[src/hw/rtl/pospid_pkg.sv]
// shared types and constants for the position pid controller
// no dependencies
package pospid_pkg;

  localparam int PosW     = 16;
  localparam int GainW    = 16;
  localparam int ErrW     = PosW + 1;
  localparam int SumW     = 9;
  localparam int DerrW    = ErrW + 1;
  localparam int DriveW   = 9;
  localparam int FracBits = 8;

  localparam int ProdPW  = GainW + ErrW;
  localparam int ProdIW  = GainW + SumW;
  localparam int ProdDW  = GainW + DerrW;
  localparam int TotalW  = ProdDW + 2;
  localparam int ShiftW  = TotalW - FracBits;

  localparam int SumLimit   = 200;
  localparam int DriveLimit = 200;

  localparam int QueueDepth = 2;
  localparam int QPtrW      = $clog2(QueueDepth);
  localparam int QCntW      = $clog2(QueueDepth + 1);

  localparam int CfgIdxW = 2;

  typedef enum logic [CfgIdxW-1:0] {
    REG_GAIN_P = 2'd0,
    REG_GAIN_I = 2'd1,
    REG_GAIN_D = 2'd2
  } cfg_reg_e;

  localparam logic signed [GainW-1:0] GainPReset = -16'sd77;
  localparam logic signed [GainW-1:0] GainIReset = -16'sd8;
  localparam logic signed [GainW-1:0] GainDReset = 16'sd0;

  typedef struct packed {
    logic signed [GainW-1:0] p;
    logic signed [GainW-1:0] i;
    logic signed [GainW-1:0] d;
  } gains_t;

  typedef struct packed {
    logic signed [ErrW-1:0]  err;
    logic signed [SumW-1:0]  sum;
    logic signed [DerrW-1:0] derr;
  } work_t;

  typedef struct packed {
    logic push;
    logic pop;
    logic full;
    logic empty;
  } qctl_t;

endpackage

[src/hw/rtl/pospid_queue.sv]
// two-entry queue of prepared terms between front and back
// depends on pospid_pkg
module pospid_queue (
  input  logic               clk_i,
  input  logic               rst_ni,
  input  logic               push_i,
  input  pospid_pkg::work_t  push_data_i,
  input  logic               pop_i,
  output pospid_pkg::work_t  pop_data_o,
  output logic               full_o,
  output logic               empty_o
);

  pospid_pkg::work_t                 mem_q [pospid_pkg::QueueDepth];
  logic [pospid_pkg::QPtrW-1:0]      wr_ptr_q, wr_ptr_d;
  logic [pospid_pkg::QPtrW-1:0]      rd_ptr_q, rd_ptr_d;
  logic [pospid_pkg::QCntW-1:0]      count_q, count_d;

  assign full_o     = (count_q == pospid_pkg::QCntW'(pospid_pkg::QueueDepth));
  assign empty_o    = (count_q == '0);
  assign pop_data_o = mem_q[rd_ptr_q];

  always_comb begin
    wr_ptr_d = wr_ptr_q;
    rd_ptr_d = rd_ptr_q;
    count_d  = count_q;
    if (push_i) begin
      wr_ptr_d = (wr_ptr_q == pospid_pkg::QPtrW'(pospid_pkg::QueueDepth - 1)) ?
                 '0 : wr_ptr_q + 1'b1;
    end
    if (pop_i) begin
      rd_ptr_d = (rd_ptr_q == pospid_pkg::QPtrW'(pospid_pkg::QueueDepth - 1)) ?
                 '0 : rd_ptr_q + 1'b1;
    end
    if (push_i && !pop_i) begin
      count_d = count_q + 1'b1;
    end else if (!push_i && pop_i) begin
      count_d = count_q - 1'b1;
    end
  end

  always_ff @(posedge clk_i or negedge rst_ni) begin
    if (!rst_ni) begin
      wr_ptr_q <= '0;
      rd_ptr_q <= '0;
      count_q  <= '0;
    end else begin
      wr_ptr_q <= wr_ptr_d;
      rd_ptr_q <= rd_ptr_d;
      count_q  <= count_d;
    end
  end

  always_ff @(posedge clk_i) begin
    if (push_i) begin
      mem_q[wr_ptr_q] <= push_data_i;
    end
  end

endmodule

[src/hw/rtl/pospid_front.sv]
// front end: takes requests, forms error, clamped sum and error delta
// depends on pospid_pkg
module pospid_front (
  input  logic                             clk_i,
  input  logic                             rst_ni,
  input  logic                             in_valid_i,
  output logic                             in_ready_o,
  input  logic [pospid_pkg::PosW-1:0]      target_pos_i,
  input  logic [pospid_pkg::PosW-1:0]      measured_pos_i,
  input  pospid_pkg::qctl_t                qctl_i,
  output logic                             push_o,
  output pospid_pkg::work_t                work_o
);

  logic signed [pospid_pkg::SumW-1:0]  error_sum_q, error_sum_d;
  logic signed [pospid_pkg::ErrW-1:0]  prior_error_q, prior_error_d;
  logic signed [pospid_pkg::ErrW-1:0]  err;
  logic signed [pospid_pkg::SumW+pospid_pkg::ErrW-1:0] sum_full;
  logic                                accept;

  assign in_ready_o = !qctl_i.full;
  assign accept     = in_valid_i && in_ready_o;
  assign push_o     = accept;

  always_comb begin
    err = $signed({1'b0, target_pos_i}) - $signed({1'b0, measured_pos_i});
    sum_full = (pospid_pkg::SumW+pospid_pkg::ErrW)'(error_sum_q)
             + (pospid_pkg::SumW+pospid_pkg::ErrW)'(err);
    if (sum_full > pospid_pkg::SumLimit) begin
      error_sum_d = pospid_pkg::SumW'(pospid_pkg::SumLimit);
    end else if (sum_full < -pospid_pkg::SumLimit) begin
      error_sum_d = pospid_pkg::SumW'(-pospid_pkg::SumLimit);
    end else begin
      error_sum_d = pospid_pkg::SumW'(sum_full);
    end
    prior_error_d = err;
    work_o.err  = err;
    work_o.sum  = error_sum_d;
    work_o.derr = pospid_pkg::DerrW'(err) - pospid_pkg::DerrW'(prior_error_q);
  end

  always_ff @(posedge clk_i or negedge rst_ni) begin
    if (!rst_ni) begin
      error_sum_q   <= '0;
      prior_error_q <= '0;
    end else if (accept) begin
      error_sum_q   <= error_sum_d;
      prior_error_q <= prior_error_d;
    end
  end

endmodule

[src/hw/rtl/pospid_back.sv]
// back end: gain products, then sum, floor shift and clamp into the output register
// depends on pospid_pkg
module pospid_back (
  input  logic                                clk_i,
  input  logic                                rst_ni,
  input  pospid_pkg::gains_t                  gains_i,
  input  pospid_pkg::qctl_t                   qctl_i,
  input  pospid_pkg::work_t                   work_i,
  output logic                                pop_o,
  output logic                                out_valid_o,
  input  logic                                out_ready_i,
  output logic signed [pospid_pkg::DriveW-1:0] drive_o
);

  logic                                       prod_valid_q;
  logic signed [pospid_pkg::ProdPW-1:0]       prod_p_q, prod_p_d;
  logic signed [pospid_pkg::ProdIW-1:0]       prod_i_q, prod_i_d;
  logic signed [pospid_pkg::ProdDW-1:0]       prod_d_q, prod_d_d;
  logic                                       out_valid_q;
  logic signed [pospid_pkg::DriveW-1:0]       drive_q, drive_d;
  logic signed [pospid_pkg::TotalW-1:0]       total;
  logic signed [pospid_pkg::ShiftW-1:0]       shifted;
  logic                                       out_en;
  logic                                       prod_en;

  assign out_en  = !out_valid_q || out_ready_i;
  assign prod_en = !prod_valid_q || out_en;
  assign pop_o   = prod_en && !qctl_i.empty;

  assign out_valid_o = out_valid_q;
  assign drive_o     = drive_q;

  always_comb begin
    prod_p_d = pospid_pkg::ProdPW'(gains_i.p) * pospid_pkg::ProdPW'(work_i.err);
    prod_i_d = pospid_pkg::ProdIW'(gains_i.i) * pospid_pkg::ProdIW'(work_i.sum);
    prod_d_d = pospid_pkg::ProdDW'(gains_i.d) * pospid_pkg::ProdDW'(work_i.derr);
  end

  always_comb begin
    total = pospid_pkg::TotalW'(prod_p_q) + pospid_pkg::TotalW'(prod_i_q)
          + pospid_pkg::TotalW'(prod_d_q);
    shifted = total[pospid_pkg::TotalW-1:pospid_pkg::FracBits];
    if (shifted > pospid_pkg::DriveLimit) begin
      drive_d = pospid_pkg::DriveW'(pospid_pkg::DriveLimit);
    end else if (shifted < -pospid_pkg::DriveLimit) begin
      drive_d = pospid_pkg::DriveW'(-pospid_pkg::DriveLimit);
    end else begin
      drive_d = pospid_pkg::DriveW'(shifted);
    end
  end

  always_ff @(posedge clk_i or negedge rst_ni) begin
    if (!rst_ni) begin
      prod_valid_q <= 1'b0;
      out_valid_q  <= 1'b0;
    end else begin
      if (prod_en) begin
        prod_valid_q <= !qctl_i.empty;
      end
      if (out_en) begin
        out_valid_q <= prod_valid_q;
      end
    end
  end

  always_ff @(posedge clk_i) begin
    if (pop_o) begin
      prod_p_q <= prod_p_d;
      prod_i_q <= prod_i_d;
      prod_d_q <= prod_d_d;
    end
    if (out_en && prod_valid_q) begin
      drive_q <= drive_d;
    end
  end

endmodule

[src/hw/rtl/position_pid_controller.sv]
// position pid controller top level: gain registers, front, queue and back
// a taken request passes the queue, then the product and the output registers
// throughput one request per cycle unless stalled; the multiply and sum/clamp
// stages of the back end each hold one item; the two-entry queue absorbs stalls
// reset clears the error sum, the previous error and all valid state and
// loads the gains with their default values
module position_pid_controller (
  input  logic                                 clk_i,
  input  logic                                 rst_ni,
  input  logic                                 in_valid_i,
  output logic                                 in_ready_o,
  input  logic [pospid_pkg::PosW-1:0]          target_pos_i,
  input  logic [pospid_pkg::PosW-1:0]          measured_pos_i,
  output logic                                 out_valid_o,
  input  logic                                 out_ready_i,
  output logic signed [pospid_pkg::DriveW-1:0] drive_o,
  input  logic                                 cfg_valid_i,
  output logic                                 cfg_ready_o,
  input  logic [pospid_pkg::CfgIdxW-1:0]       cfg_index_i,
  input  logic [pospid_pkg::GainW-1:0]         cfg_data_i
);

  pospid_pkg::gains_t gains_q, gains_d;
  pospid_pkg::qctl_t  qctl;
  pospid_pkg::work_t  push_data;
  pospid_pkg::work_t  pop_data;
  logic               push;
  logic               pop;
  logic               full;
  logic               empty;

  assign cfg_ready_o = 1'b1;

  always_comb begin
    gains_d = gains_q;
    if (cfg_valid_i) begin
      case (cfg_index_i)
        pospid_pkg::REG_GAIN_P: gains_d.p = $signed(cfg_data_i);
        pospid_pkg::REG_GAIN_I: gains_d.i = $signed(cfg_data_i);
        pospid_pkg::REG_GAIN_D: gains_d.d = $signed(cfg_data_i);
        default:                gains_d   = gains_q;
      endcase
    end
  end

  always_ff @(posedge clk_i or negedge rst_ni) begin
    if (!rst_ni) begin
      gains_q.p <= pospid_pkg::GainPReset;
      gains_q.i <= pospid_pkg::GainIReset;
      gains_q.d <= pospid_pkg::GainDReset;
    end else begin
      gains_q <= gains_d;
    end
  end

  always_comb begin
    qctl.push  = push;
    qctl.pop   = pop;
    qctl.full  = full;
    qctl.empty = empty;
  end

  pospid_front u_front (
    .clk_i          (clk_i),
    .rst_ni         (rst_ni),
    .in_valid_i     (in_valid_i),
    .in_ready_o     (in_ready_o),
    .target_pos_i   (target_pos_i),
    .measured_pos_i (measured_pos_i),
    .qctl_i         (qctl),
    .push_o         (push),
    .work_o         (push_data)
  );

  pospid_queue u_queue (
    .clk_i       (clk_i),
    .rst_ni      (rst_ni),
    .push_i      (push),
    .push_data_i (push_data),
    .pop_i       (pop),
    .pop_data_o  (pop_data),
    .full_o      (full),
    .empty_o     (empty)
  );

  pospid_back u_back (
    .clk_i       (clk_i),
    .rst_ni      (rst_ni),
    .gains_i     (gains_q),
    .qctl_i      (qctl),
    .work_i      (pop_data),
    .pop_o       (pop),
    .out_valid_o (out_valid_o),
    .out_ready_i (out_ready_i),
    .drive_o     (drive_o)
  );

endmodule

[config.mk]
export PLATFORM = sky130hd
export DESIGN_NAME = position_pid_controller
export DESIGN_NICKNAME = d
export VERILOG_FILES = /design/src/hw/rtl/pospid_pkg.sv /design/src/hw/rtl/pospid_queue.sv /design/src/hw/rtl/pospid_front.sv /design/src/hw/rtl/pospid_back.sv /design/src/hw/rtl/position_pid_controller.sv
export SDC_FILE = /design/constraint.sdc
export NUM_CORES = 2
export LEC_CHECK = 0
export ABC_AREA = 1
export BUFFER_PORTS_ARGS = -buffer_cell sky130_fd_sc_hd__buf_2
export CORE_MARGIN = 4
export CORE_UTILIZATION = 60
export DETAILED_ROUTE_END_ITERATION = 10
export HOLD_SLACK_MARGIN = 0.02
export PLACE_DENSITY = 0.89
export SYNTH_ARGS = -nofsm -noshare
export SYNTH_HDL_FRONTEND = slang
export SYNTH_SLANG_ARGS = --single-unit
[constraint.sdc]
create_clock -name clk_i -period 6.7 [get_ports clk_i]
set_clock_uncertainty 0.2 [all_clocks]
set_input_delay 0.335 -clock clk_i [delete_from_list [all_inputs] [get_ports clk_i]]
set_output_delay 0.335 -clock clk_i [all_outputs]
set_load 0.05 [all_outputs]
==> results.sh <==
export IMPL_outcome="finished, violations left"
export IMPL_violations="negative setup slack"
export IMPL_ant_nets=0
export IMPL_finalMaxSlewViolations=0
export IMPL_vias=34100
export IMPL_finalSetupTns_ns=-0.102
export IMPL_die_y_um=269
export IMPL_vias_per_cell=5.75
export IMPL_drt_iter0_markers=3437
export IMPL_grt_pass1_vias=35000
export IMPL_fp_coreArea_um2=67400
export IMPL_hold_viol_final=0
export IMPL_critPathLaunchType="register"
export IMPL_r2r_slack_ns=-0.05
export IMPL_ys_seq_elements=269
export IMPL_grt_overflow=0
export IMPL_gp_congestion=1.03
export IMPL_max_slew_margin_pct=23.0
export IMPL_crit_type="register to register"
export IMPL_instances_no_fill=5929
export IMPL_dp_cells=5822
export IMPL_wl_per_cell_um=20.5
export IMPL_fillCellCount=4697
export IMPL_grt_pass1_wl_mm=184
export IMPL_clockBufferDepth=3
export IMPL_cts_inserted_buffers=31
export IMPL_holdPathStages=3
export IMPL_synth_distinct_cells=54
export IMPL_rsz0062_at_grt="true"
export IMPL_clk_pin_slew_ns=0.06
export IMPL_yosysWarningCount=0
export IMPL_die_w_um=269
export IMPL_area_growth_pct=12.9
export IMPL_antenna_cells=0
export IMPL_min_period_ns=6.75
export IMPL_min_path_type="input port to register"
export IMPL_synth_area_leaders="fa_1 35%, edfxtp_1 14%, inv_1 10%"
export IMPL_tritoncts="built"
export IMPL_syn_nets=5819
export IMPL_worstPathArrival_ns=6.90
export IMPL_fin_ws_ns=-0.0511
export IMPL_worst_endpoint_required_ns=6.85
export IMPL_start_util_pct=60.7
export IMPL_yosys_most_used_dff="edfxtp_1"
export IMPL_syn_area_per_cell_um2=8.63
export IMPL_ys_seq_area_share_pct=18.9
export IMPL_wirelength_mm=122
export IMPL_insertion_delay_ns=0.60
export IMPL_num_io_pins=67
export IMPL_antenna_found_initial=1
export IMPL_syn_inst=4737
export IMPL_rows=95
export IMPL_max_freq_mhz=148
export IMPL_hpwlAfterDp_mm=97.4
export IMPL_grt_max_degree=92
export IMPL_portBuffers=65
export IMPL_ff2ff_path_depth=25
export IMPL_synth_cell_area_um2=40900
export IMPL_dieArea_um2=72400
export IMPL_grt_util_all_layers_pct=32.9
export IMPL_finalNetCount=6115
export IMPL_synth_top_area_share_pct=35.3
export IMPL_period_share_pct=101
export IMPL_drt_pass1_iterations=6
export IMPL_cp_max_fo=10
export IMPL_synthArstFlopShare_pct=29.7
export IMPL_synth_edff_count=189
export IMPL_maxCapViolCount=0
export IMPL_finalSetupViolCount=4
export IMPL_dp_slack_ns=-0.150
export IMPL_drc=0
export IMPL_end_kind="register"
export IMPL_tightest_slew_ns=1.16
export IMPL_synth_area_leader_cell="fa_1"
export IMPL_layout_drive_gt1_share_pct=14.3
export IMPL_htreeDepth=1
export IMPL_cts_root_buffer="clkbuf_16"
export IMPL_cts_sinks=269
-- cells by family (layout without fill, tap and decap cells) --
group,after synthesis,after routing,synth area share [%]
AND/OR/NAND/NOR,1698,1698,16.9
buffers and inverters,1207,1526,11.1
adder cells (fa/ha/maj),1027,1027,44.7
AO/OA/AOI/OAI,390,390,5.31
flip-flops,269,269,18.9
XOR/XNOR,144,144,3.10
other,1,1,0.00917
multiplexers,1,1,0.0245
-- cell usage after synthesis (all sizes together) (22+ instances only) --
cell type,n
or2,72
clkinv,22
inv,1100
a21oi,154
edfxtp,189
ha,306
dfstp,26
dfrtp,54
xnor2,57
clkbuf,74
xor2,87
nand2,980
nor2,492
nand3,97
nand4,28
fa,721
o21ai,164
-- per-stage QoR --
step                instance area, um^2  hold slack (ns)  util (%)
CTS                               45100           0.0241      66.8
detailed placement                43800           0.0780      64.9
global route                      46200           0.0761      68.5
floorplan                         40900           -0.161         -
finish                            46200           0.0279      68.5
global placement                  43800           0.0750      64.9
-- cells in the final DEF (no fill, tap or decap), types with 7 or more instances in the layout --
cell	instances
clkinv_1	7
or2_2	66
o21ai_1	21
xnor2_1	57
nor2_1	457
ha_1	287
nor2_2	31
nand3_2	8
o21ai_2	20
xor2_1	86
a21o_1	12
dfstp_2	26
inv_2	35
o21a_1	8
fa_2	15
edfxtp_1	189
nand2_4	9
clkbuf_16	35
a21boi_0	7
nand4_1	28
a21oi_2	34
buf_6	12
nand3_1	89
buf_2	64
o21bai_1	11
nor3_1	14
ha_4	15
fa_1	706
a21oi_1	117
clkinv_2	9
o21ai_0	121
clkbuf_1	7
nand2_2	42
dlygate4sd3_1	19
inv_1	1073
nand2_1	929
buf_4	245
dfrtp_1	53
-- state kept, by name (all words and copies together) (netlist names) --
register / count
u_queue.mem_q: 88
gains_q: 48
u_back.prod_d_q: 34
u_back.prod_p_q: 33
u_back.prod_i_q: 25
u_front.prior_error_q: 17
u_back.drive_o: 9
u_front.error_sum_q: 9
u_queue.count_q: 2
u_back.out_valid_o: 1
u_back.prod_valid_q: 1
u_queue.rd_ptr_q: 1
u_queue.wr_ptr_q: 1
-- worst max-delay path, cell delays in order, from the launching register on --
cell	delay (ns)
dfrtp_2	0.42
clkinv_4	0.10
buf_12	0.15
buf_12	0.14
or2_2	0.31
o21ai_4	0.09
buf_6	0.19
nor2_1	0.08
fa_1	0.53
inv_1	0.05
fa_1	0.46
fa_1	0.51
fa_1	0.55
inv_1	0.06
fa_1	0.54
fa_1	0.49
ha_4	0.34
nand2_1	0.13
o21ai_1	0.24
a21o_1	0.17
a21oi_2	0.04
o21a_1	0.23
o21ai_2	0.23
nand3_1	0.10
nand2_1	0.08
xor2_1	0.07
-- area by class of cell --
| cell class | count | area, um^2 | area share (%) |
|---|---|---|---|
| Multi-Input combinational cell | 3261 | 29400 | 63.7 |
| Sequential cell | 269 | 7710 | 16.7 |
| Inverter | 1122 | 4230 | 9.17 |
| Timing Repair Buffer | 348 | 2670 | 5.77 |
| Tap cell | 873 | 1090 | 2.37 |
| Clock buffer | 38 | 802 | 1.74 |
| Clock inverter | 18 | 248 | 0.536 |
-- path summary, 6_finish.rpt --
| kind | start | to |
|---|---|---|
| setup / recovery | u_queue.rd_ptr_q$_DFFE_PN0P_ | u_back.prod_p_q[28]$_DFFE_PP_ |
| hold / removal | cfg_data_i[15] | gains_q[31]$_DFFE_PN1P_ |
| setup reg to reg | u_queue.rd_ptr_q$_DFFE_PN0P_ | u_back.prod_p_q[28]$_DFFE_PP_ |
| hold reg to reg | u_back.prod_valid_q$_DFFE_PN0P_ | u_back.out_valid_o$_DFFE_PN0N_ |
| max in group asynchronous | rst_ni | u_queue.rd_ptr_q$_DFFE_PN0P_ |
| min in group asynchronous | rst_ni | gains_q[39]$_DFFE_PN1P_ |
-- per-layer routing --
layer	vias to the layer above	global-route usage (%)	wire length (um)
li1	14800	-	-
met1	16300	40.0	42300
met2	2243	54.4	56100
met3	692	8.33	13500
met4	2	17.6	9650
met5	-	0	13
-- repair_timing --
action,in CTS,in global routing
gates cloned,0,4
gates resized for setup,16,238
hold buffers,19,0
pin swaps,0,68
buffers inserted,0,28
endpoints found under the setup margin,14,36
endpoints found under the hold margin,63,0
Power is left out: the tool's default activity adds up to more than one toggle a clock period on the data nets, which glitch-free logic cannot reach.
